### src/design/fcb_pkg.sv
`default_nettype none
package fcb_pkg;

    localparam int VAL_W  = 26;
    localparam int PRIO_W = 23;
    localparam int PT_W   = 16;

    typedef logic [VAL_W-1:0]  val_t;
    typedef logic [PRIO_W-1:0] prio_t;
    typedef logic [2:0]        cmd_t;

    localparam val_t  VAL_MAX  = {VAL_W{1'b1}};
    localparam prio_t PRIO_MAX = {PRIO_W{1'b1}};

    localparam cmd_t CMD_LOAD    = 3'd0;
    localparam cmd_t CMD_PREP    = 3'd1;
    localparam cmd_t CMD_CLEAR   = 3'd2;
    localparam cmd_t CMD_FRONT   = 3'd3;
    localparam cmd_t CMD_BACK    = 3'd4;
    localparam cmd_t CMD_UNSCHED = 3'd5;
    localparam cmd_t CMD_CHILD   = 3'd6;
    localparam cmd_t CMD_NODE    = 3'd7;

    localparam logic CFG_JOB_COUNT     = 1'b0;
    localparam logic CFG_MACHINE_COUNT = 1'b1;

    typedef struct packed {
        logic start;
        val_t num;
        val_t den;
    } div_req_t;

    typedef struct packed {
        logic  done;
        prio_t quot;
    } div_rsp_t;

    function automatic val_t sat_add(input val_t a, input val_t b);
        logic [VAL_W:0] s;
        s = {1'b0, a} + {1'b0, b};
        return s[VAL_W] ? VAL_MAX : s[VAL_W-1:0];
    endfunction

    function automatic val_t sat_add3(input val_t a, input val_t b, input val_t c);
        logic [VAL_W+1:0] s;
        s = {2'b00, a} + {2'b00, b} + {2'b00, c};
        return (s[VAL_W+1:VAL_W] != 2'b00) ? VAL_MAX : s[VAL_W-1:0];
    endfunction

    function automatic prio_t prio_add(input prio_t a, input prio_t b);
        logic [PRIO_W:0] s;
        s = {1'b0, a} + {1'b0, b};
        return s[PRIO_W] ? PRIO_MAX : s[PRIO_W-1:0];
    endfunction

    function automatic val_t umax(input val_t a, input val_t b);
        return (a > b) ? a : b;
    endfunction

endpackage
`default_nettype wire

### src/design/fcb_divider.sv
`default_nettype none
module fcb_divider #(
    parameter int FRAC_BITS = 16
) (
    input  wire logic              clk,
    input  wire logic              rst_n,
    input  wire fcb_pkg::div_req_t req,
    output fcb_pkg::div_rsp_t      rsp
);
    import fcb_pkg::*;

    localparam int QW = VAL_W + FRAC_BITS;
    localparam int CW = $clog2(QW + 1);

    logic [QW-1:0]  dvd_reg;
    logic [QW-1:0]  quo_reg;
    logic [VAL_W:0] rem_reg;
    val_t           den_reg;
    logic [CW-1:0]  cnt_reg;
    logic           busy_reg;
    logic           done_reg;
    logic [VAL_W:0] rem_sh;
    logic           qbit;

    assign rem_sh = {rem_reg[VAL_W-1:0], dvd_reg[QW-1]};
    assign qbit   = (rem_sh >= {1'b0, den_reg});

    always_ff @(posedge clk or negedge rst_n)
    begin
        if (!rst_n)
        begin
            busy_reg <= 1'b0;
            done_reg <= 1'b0;
            cnt_reg  <= '0;
        end
        else
        begin
            done_reg <= 1'b0;
            if (req.start)
            begin
                dvd_reg  <= {req.num, {FRAC_BITS{1'b0}}};
                rem_reg  <= '0;
                quo_reg  <= '0;
                den_reg  <= req.den;
                cnt_reg  <= CW'(QW);
                busy_reg <= 1'b1;
            end
            else if (busy_reg)
            begin
                rem_reg <= qbit ? (rem_sh - {1'b0, den_reg}) : rem_sh;
                dvd_reg <= {dvd_reg[QW-2:0], 1'b0};
                quo_reg <= {quo_reg[QW-2:0], qbit};
                cnt_reg <= cnt_reg - CW'(1);
                if (cnt_reg == CW'(1))
                begin
                    busy_reg <= 1'b0;
                    done_reg <= 1'b1;
                end
            end
        end
    end

    assign rsp.done = done_reg;
    assign rsp.quot = (den_reg == '0) ? '0 :
                      ((|quo_reg[QW-1:PRIO_W]) ? PRIO_MAX : quo_reg[PRIO_W-1:0]);

endmodule
`default_nettype wire

### config.mk
export PLATFORM = sky130hd
export DESIGN_NAME = fcb_divider
export DESIGN_NICKNAME = d
export VERILOG_FILES = /design/src/design/fcb_pkg.sv /design/src/design/fcb_divider.sv
export SDC_FILE = /design/constraint.sdc
export NUM_CORES = 1
export LEC_CHECK = 0
export ABC_CLOCK_PERIOD_IN_PS = 6820
export BUFFER_PORTS_ARGS = -buffer_cell sky130_fd_sc_hd__buf_4
export CELL_PAD_IN_SITES_DETAIL_PLACEMENT = 1
export CELL_PAD_IN_SITES_GLOBAL_PLACEMENT = 2
export CORE_UTILIZATION = 43
export DETAILED_ROUTE_END_ITERATION = 10
export PLACE_DENSITY_LB_ADDON = 0.1
export REMOVE_ABC_BUFFERS = 1
export SYNTH_ARGS = -nofsm -noshare
export SYNTH_HDL_FRONTEND = slang
export SYNTH_SLANG_ARGS = --single-unit
### constraint.sdc
create_clock -name clk -period 6.82 [get_ports clk]
set_input_delay 0.341 -clock clk [delete_from_list [all_inputs] [get_ports clk]]
set_output_delay 0.341 -clock clk [all_outputs]
set_load 0.05 [all_outputs]
==> impl_metrics.toml, run 1 <==
[pwr]
pwr-share-clk_pct = 32.9
p_sw_uw = 828
ir_drop_uv = 187
combPwrFrac_pct = 24.8
p_per_area_nw_per_um2 = 284
seqPwrFrac_pct = 42.3
switching_share_pct = 30.9
intPower_uw = 1850
p_leak_uw = 0.00406

[sta]
fin_crit_ns = 3.46
final.setup.tns_ns = 0
finalCritPeriodShare_pct = 50.8
hold_viol = 0
finalMaxSlewViolations = 0
fmax_mhz = 289
finalWorstSetupSlack_ns = 3.36
rsz0062_at_grt = "false"
tightest_slew_ns = 1.09
skew_ns = 0.0123
relSlewSlack_pct = 27.1
setup_viol = 0

[placed_design]
io_buffers = 78
gp_congestion = 0.861
dp_hpwl_um = 13900
placement.setup.worst_slack_ns = 3.33

[yosys]
yosysSeqAreaShare_pct = 52.6
synth_warnings = 0
syn_inst = 724
synth_area_per_cell_um2 = 11.2
yosysMostFrequentCell = "edfxtp_1"
synth_top_area_cell = "edfxtp_1"
netlist.area_leader.share_pct = 50.2
synth_cell_types = 61
synth_edf_count = 136
synth.area.top_cells = "edfxtp_1 (50%), mux2i_1 (8.5%), nor2_1 (4.4%)"
synthArstFlopShare_pct = 5.56
ys.flop_type = "edfxtp_1"
syn_area_um2 = 8140
ys_ff_latch = 144
synth_commonest_cells = "edfxtp_1 (136), nor2_1 (95), mux2i_1 (69)"

[hold_path]
min_from = "req[21]"
hp-class = "in -> reg"

[cts]
cts_hold_buf = 0
cts_tree = "done"
cts-root-buf = "clkbuf_16"
path_clk_slew_ns = 0.06
cts.sinks = 144
clock_latency_ns = 0.43
cts_htree_levels = 4
cts_buffers = 17
post_cts_resized = 0
cts_setup_buffers = 0
cts_buffer_depth = 2

[final_layout]
areaGrowthSynthToFinish_pct = 15.8
drive_above_1_share_pct = 16.5
insertedDiodeCount = 0
nNetsFinal = 866
fillers = 1956

[critical_path]
crit_top_cell = "nor4_1"
critPathLaunch = "den_reg[5]"
cp_top_family = "simple AND/OR/NAND/NOR gates"
worstPathCellList = "nor4_1 -> nand2_1 -> nor4_1 -> nand4_1 -> o21a_1 -> buf_4"
slowest_delay_ns = 0.91
criticalPathCategory = "reg -> out"
crit_buf_inv = 1
cp.required_ns = 6.48
worstReg2RegStart = "rem_reg[3]"
arrival_ns = 3.12
cp_max_fo = 23
critical-path-slowest-cell = "nand4_1"
end_kind = "primary output"
crit_path_start_kind = "flop"

[grt]
grt_pass1_vias = 6160
grt_pass1_wl_um = 33000
met3_usage_pct = 5.06
antenna_found_initial = 0
grt_start_max_net_pins = 73
grt-ovfl-total = 0
use_met2_pct = 36.1
grt_use_total_pct = 21.9
grt_most_used_layer = "met2"
grt_use_met1_pct = 28.9

[status]
status = "finished clean"

[floorplan]
io_pins = 79
rows = 49
die_x_um = 140
coreArea_um2 = 18300
dieArea_um2 = 19500
die_y_um = 140
initial_core_util_pct = 44.5

[route]
ant_nets = 0
drc = 0
drtIter0Drc = 359
wl_per_cell_um = 19.9
drt_wl_total_um = 20400
dr.pass1.iters = 4
viasPerCell = 5.74
num_vias = 5879

[run]
drv_cap = 0
[final cells by class]
class | count | area [um2] | share of cell area, %
Multi-Input combinational cell | 500 | 3530 | 37.5
Clock buffer | 19 | 433 | 4.59
Sequential cell | 144 | 4290 | 45.5
Timing Repair Buffer | 86 | 646 | 6.85
Clock inverter | 13 | 115 | 1.22
Tap cell | 229 | 287 | 3.04
Inverter | 33 | 124 | 1.31
[per-layer routing]
metal  vias up  wire length, um
met4         0              205
met5         -                0
li1       2839                -
met1      2910             9490
met3        17              829
met2       113             9830
[logic make-up after synthesis]
logic type,share of synthesized area [%]
AO/OA/AOI/OAI,15.3
adder cells (fa/ha/maj),4.55
XOR/XNOR,2.47
flip-flops,52.6
multiplexers,8.62
buffers and inverters,4.01
AND/OR/NAND/NOR,12.4
[through the flow]
stage          power [uW]  util (%)  hold WS, ns  cell area, um2  instances
6_report             2680      51.6       0.0885            9430       1024
5_1_grt              2810      51.6       0.0735            9430       1024
4_1_cts              2700      51.6       0.0702            9430       1024
3_5_place_dp         1810      48.6        0.521            8880        992
3_3_place_gp         1790      48.6        0.520            8880        992
2_1_floorplan        1600         -       0.0454            7940        677
[worst paths after layout]
kind,slack [ns],end,depth (start not counted)
max reg2reg,3.37,rem_reg[0],9
max,3.36,rsp[4],6
min,0.09,den_reg[21],1
min in group asynchronous,0.86,cnt_reg[1],3
max in group asynchronous,5.59,busy_reg,3
min reg2reg,0.54,dvd_reg[32],1
[power by group through the flow]
| stage | sequential (uW) | clock [uW] | combinational [uW] |
|---|---|---|---|
| after floorplan | 1130 | 0 | 474 |
| after global placement | 1140 | 0 | 650 |
| after detailed placement | 1150 | 0 | 661 |
| after global routing | 1140 | 932 | 734 |
| after CTS | 1130 | 902 | 666 |
| final | 1130 | 881 | 665 |
[placed cells by master (no fill, tap or decap), types with 4 or more instances in the layout]
master      netlist  layout
a211oi_1         20      20
a21o_1           13      13
a21oi_1          28      28
a22o_1           25      25
a32oi_1           7       7
and2_1            5       5
and3_1            5       5
buf_4             2      86
clkbuf_16         0      17
clkinvlp_4        0       4
dfrtp_1           8       7
edfxtp_1        136     136
ha_1             28      28
inv_1            33      33
mux2i_1          69      69
nand2_1          23      23
nand2b_1         10      10
nand3_1          14      14
nand4_1          11      11
nor2_1           95      95
nor3_1           13      13
nor4_1           12      12
o211ai_1          5       5
o21a_1           26      26
o21ai_0          14      14
o21bai_1          4       4
o31ai_1           4       4
xnor2_1          16      16
xor2_1            7       7
(Power assumes the default switching activity.)
==> run 2: changes to the inputs <==
--- a/config.mk
+++ b/config.mk
@@ -5,11 +5,12 @@
 export SDC_FILE = /design/constraint.sdc
 export NUM_CORES = 1
 export LEC_CHECK = 0
-export ABC_CLOCK_PERIOD_IN_PS = 6820
+export ABC_AREA = 1
+export ABC_CLOCK_PERIOD_IN_PS = 2980
 export BUFFER_PORTS_ARGS = -buffer_cell sky130_fd_sc_hd__buf_4
 export CELL_PAD_IN_SITES_DETAIL_PLACEMENT = 1
 export CELL_PAD_IN_SITES_GLOBAL_PLACEMENT = 2
-export CORE_UTILIZATION = 43
+export CORE_UTILIZATION = 33
 export DETAILED_ROUTE_END_ITERATION = 10
 export PLACE_DENSITY_LB_ADDON = 0.1
 export REMOVE_ABC_BUFFERS = 1
==> constraint.sdc (replaced) <==
create_clock -name clk -period 2.98 [get_ports clk]
set_input_delay 0.149 -clock clk [delete_from_list [all_inputs] [get_ports clk]]
set_output_delay 0.149 -clock clk [all_outputs]
set_load 0.05 [all_outputs]
==> impl_metrics.toml, run 2 <==
[cts]
clock_latency_ns = 0.42
cts_buffer_depth = 2
cts.sinks = 144
cts_tree = "done"
cts_htree_levels = 4
cts-root-buf = "clkbuf_16"
post_cts_resized = 0
cts_buffers = 17
cts_hold_buf = 28
cts_setup_buffers = 0
path_clk_slew_ns = 0.07

[route]
viasPerCell = 4.83
drtIter0Drc = 308
drt_wl_total_um = 25200
wl_per_cell_um = 17.2
drc = 0
dr.pass1.iters = 4
num_vias = 7088
ant_nets = 0

[floorplan]
coreArea_um2 = 25200
die_y_um = 162
dieArea_um2 = 26300
rows = 58
die_x_um = 162
io_pins = 79
initial_core_util_pct = 33.7

[hold_path]
hp-class = "in -> reg"

[sta]
finalMaxSlewViolations = 0
relSlewSlack_pct = 44.3
tightest_slew_ns = 0.831
finalWorstSetupSlack_ns = 0.298
holdWs_ns = 0.0230
fin_crit_ns = 2.68
skew_ns = 0.0149
final.setup.tns_ns = 0
finalCritPeriodShare_pct = 90.0
setup_viol = 0
fmax_mhz = 373
hold_viol = 0
rsz0062_at_grt = "false"

[critical_path]
cp.required_ns = 2.83
crit_path_start_kind = "flop"
criticalPathCategory = "reg -> out"
cp_max_fo = 23
slowest_delay_ns = 0.57
crit_buf_inv = 2
critical-path-slowest-cell = "nor4_1"
worstPathCellList = "nor4_1 -> nand3_1 -> nor4_4 -> buf_4 -> nor2_1 -> buf_4"
cp_top_family = "simple AND/OR/NAND/NOR gates"
end_kind = "primary output"
crit_top_cell = "buf_4"
arrival_ns = 2.53

[pwr]
ir_drop_uv = 380
p_leak_uw = 0.00485
p_per_area_nw_per_um2 = 605

[final_layout]
multiInputGateArea_um2 = 3270
drive_above_1_share_pct = 12.1
final_cell_mix = "nand2_1 (281), inv_1 (205), edfxtp_1 (136)"
final_area_um2 = 10300
layout.cells.non_filler = 1467
final_common_cell = "nand2_1"
insertedDiodeCount = 0
fillers = 2973
nNetsFinal = 1208
areaGrowthSynthToFinish_pct = 22.0
regArea_um2 = 4280

[yosys]
synth_edf_count = 136
synth_area_per_cell_um2 = 8.32
syn_area_um2 = 8470
synthArstFlopShare_pct = 5.56
synth_warnings = 0
syn_inst = 1018
synth_commonest_cells = "nand2_1 (281), inv_1 (206), edfxtp_1 (136)"
netlist.area_leader.share_pct = 48.2
yosysSeqAreaShare_pct = 50.6
synth_top_area_cell = "edfxtp_1"
synth_cell_types = 32
yosysMostFrequentCell = "nand2_1"
synth.area.top_cells = "edfxtp_1 (48%), nand2_1 (12%), inv_1 (9.1%)"
ys.flop_type = "edfxtp_1"
ys_ff_latch = 144

[grt]
grt_start_max_net_pins = 58
grt-ovfl-total = 0
grt_pass1_wl_um = 39900
antenna_found_initial = 0
grt_use_total_pct = 19.9
grt_pass1_vias = 7268

[placed_design]
placement.setup.worst_slack_ns = 0.394
post_dp_cell_area_um2 = 9450
dpl.cell_count = 1406
io_buffers = 78
dp_hpwl_um = 18200
gp_congestion = 0.834

[run]
drv_cap = 0

[status]
status = "finished clean"
==> run 2: cell types whose count changed after synthesis, moves of 23 or more <==
cell / delta
o21a_1: -26
nand2_1: +258
o22ai_1: +55
mux2i_1: -69
inv_1: +173
nand3_1: +39
nand4_1: +23
==> run 2: cell families after synthesis <==
family | Yosys count | synth area share, %
DFF | 144 | 50.6
buffers and inverters | 243 | 11.1
and+or+nand+nor | 482 | 24.3
AOI/OAI and AO/OA | 109 | 8.52
xor gates and xnor gates | 11 | 1.14
adders and majority gates | 29 | 4.37
==> run 2: layout make-up <==
type | count | share of cell area, %
clock buffers | 18 | 4.15
flip-flops and latches | 144 | 41.4
multi-input cells | 631 | 31.6
inverters | 206 | 7.48
well taps | 330 | 3.99
repair buffers | 124 | 9.70
clock inverters | 14 | 1.65
==> run 2: power breakdown <==
group / total [uW] / switching [uW] / internal, uW
registers: 2530 / 101 / 2430
logic: 1500 / 967 / 534
clock network: 2230 / 958 / 1270
==> run 2: per-layer routing <==
layer / routed length (um) / vias up / global-route usage (%)
li1: - / 3562 / -
met1: 12500 / 3413 / 27.2
met2: 11900 / 91 / 32.7
met3: 507 / 22 / 2.68
met4: 366 / 0 / 5.53
met5: 0 / - / 0
==> run 2: worst paths after layout <==
kind | slack [ns] | cells past startpoint | startpoint | end
worst max register to register | 0.44 | 13 | rem_reg[12] | rem_reg[21]
worst max-delay path | 0.30 | 6 | den_reg[4] | rsp[4]
worst min register to register | 0.50 | 1 | cnt_reg[4] | cnt_reg[4]
min in group asynchronous | 0.21 | 2 | rst_n | cnt_reg[0]
worst min-delay path | 0.02 | 2 | req[30] | dvd_reg[20]
max in group asynchronous | 1.87 | 3 | rst_n | cnt_reg[4]
==> run 2: through the flow <==
stage	total power, uW	utilization [%]
2_1_floorplan	3520	-
3_3_place_gp	4050	37.5
3_5_place_dp	4060	37.5
4_1_cts	6330	41.0
5_1_grt	6610	41.1
6_report	6260	41.1
==> run 3: changes to the inputs <==
--- a/config.mk
+++ b/config.mk
@@ -12,7 +12,7 @@
 export CELL_PAD_IN_SITES_GLOBAL_PLACEMENT = 2
 export CORE_UTILIZATION = 33
 export DETAILED_ROUTE_END_ITERATION = 10
-export PLACE_DENSITY_LB_ADDON = 0.1
+export PLACE_DENSITY = 0.81
 export REMOVE_ABC_BUFFERS = 1
 export SYNTH_ARGS = -nofsm -noshare
 export SYNTH_HDL_FRONTEND = slang
==> impl_metrics.toml, run 3 (synthesized netlist as in run 2, its figures left out) <==
[run]
drv_cap = 0

[route]
drtIter0Drc = 414
ant_nets = 0
wl_per_cell_um = 16.9
dr.pass1.iters = 4
drt_wl_total_um = 24800
num_vias = 7129
viasPerCell = 4.85
drc = 0

[critical_path]
rr_worst_depth = 12
crit_top_cell = "nand2_1"
worstPathCellList = "ha_1 -> nand2_1 -> nand2_1 -> nand2_1 -> nand2_1 -> nor2_1 -> nand2_1 -> a21oi_2 -> buf_4 -> nand4_1 -> nand3_1 -> nand2_1"
crit_path_start_kind = "flop"
slowest_delay_ns = 0.43
worstReg2RegStart = "rem_reg[23]"
cp.required_ns = 3.16
criticalPathCategory = "reg -> reg"
arrival_ns = 2.91
end_kind = "flop"
critPathLaunch = "rem_reg[23]"
r2r-end = "rem_reg[16]"
reg2reg_slack_ns = 0.25
critical-path-slowest-cell = "ha_1"
cp_max_fo = 22

[grt]
grt_use_total_pct = 19.7
grt_pass1_wl_um = 40000
grt-ovfl-total = 0
grt_pass1_vias = 7513
antenna_found_initial = 0
grt_start_max_net_pins = 59

[cts]
cts_buffers = 17
cts_buffer_depth = 2
cts_htree_levels = 4
post_cts_resized = 0
cts_setup_buffers = 0
cts-root-buf = "clkbuf_16"
path_clk_slew_ns = 0.06
cts.sinks = 144
cts_tree = "done"
clock_latency_ns = 0.43

[placed_design]
io_buffers = 78
post_dp_cell_area_um2 = 9470
gp_congestion = 0.849
dp_hpwl_um = 17500

[floorplan]
initial_core_util_pct = 33.7
dieArea_um2 = 26300
rows = 58
die_y_um = 162
coreArea_um2 = 25200
die_x_um = 162
io_pins = 79

[sta]
finalCritPeriodShare_pct = 91.7
finalMaxSlewViolations = 0
holdWs_ns = 0.0212
rsz0062_at_grt = "false"
setup_viol = 0
skew_ns = 0.0141
relSlewSlack_pct = 57.4
hold_viol = 0
tightest_slew_ns = 0.639
fmax_mhz = 366
final.setup.tns_ns = 0
fin_crit_ns = 2.73

[hold_path]
holdPathEnd = "dvd_reg[38]"
hp-class = "in -> reg"
hold_depth = 2
min_from = "req[48]"

[final_layout]
regArea_um2 = 4280
final_cell_mix = "nand2_1 (281), inv_1 (206), edfxtp_1 (136)"
nNetsFinal = 1212
fillers = 3003
insertedDiodeCount = 0
final_area_um2 = 10400
final_common_cell = "nand2_1"
areaGrowthSynthToFinish_pct = 22.8
multiInputGateArea_um2 = 3280
drive_above_1_share_pct = 12.3

[pwr]
p_total_uw = 6280
ir_drop_uv = 448
p_per_area_nw_per_um2 = 604
p_leak_uw = 0.00489

[status]
status = "finished clean"
## run 3: worst max path at each step
stage | slack (ns) | endpoint
after floorplan | -0.99 | dvd_reg[16]
after global routing | 0.12 | rem_reg[16]
after global placement | 0.27 | rem_reg[22]
final | 0.25 | rem_reg[16]
after CTS | 0.24 | rem_reg[22]
after detailed placement | 0.26 | rem_reg[22]
## run 3: per-stage QoR
stage / utilization (%) / cells / setup slack [ns]
after floorplan: - / 981 / -0.988
after global placement: 37.6 / 1407 / 0.271
after detailed placement: 37.6 / 1407 / 0.260
after CTS: 41.3 / 1470 / 0.241
after global routing: 41.3 / 1471 / 0.121
final: 41.3 / 1471 / 0.249
## run 3: area by class of cell
type                       instances  share of cell area (%)
tap                              330                    3.97
multi-input combinational        632                    31.5
timing repair buffer             127                    10.0
clock inverter                    14                    1.73
sequential                       144                    41.2
clock buffer                      18                    4.13
inverter                         206                    7.43
## run 3: where the power goes
part | total, uW | internal (uW) | leakage, uW | switching [uW]
logic | 1510 | 538 | 0.00314 | 970
registers | 2530 | 2430 | 0.00145 | 97.3
clock network | 2250 | 1330 | 0.000297 | 916
total | 6280 | 4300 | 0.00489 | 1980
## run 3: per-layer routing
| layer | track usage, % | wire [um] | up-vias |
|---|---|---|---|
| met5 | 0 | 0 | - |
| met4 | 5.83 | 307 | 0 |
| met3 | 2.48 | 639 | 20 |
| met2 | 32.9 | 12000 | 101 |
| met1 | 26.6 | 11900 | 3440 |
| li1 | - | - | 3568 |
## run 3: worst max-delay path, delay by kind of cell (launching register included)
family,cells,cell delay [ns]
compound gates,1,0.30
fa+ha+maj,1,0.43
buf+inv,1,0.38
flops,1,0.42
simple gates,9,0.95
## run 3: what timing repair did
action	in CTS	in global routing
endpoints found under the hold margin	31	0
hold buffers	31	0
endpoints found under the setup margin	0	1
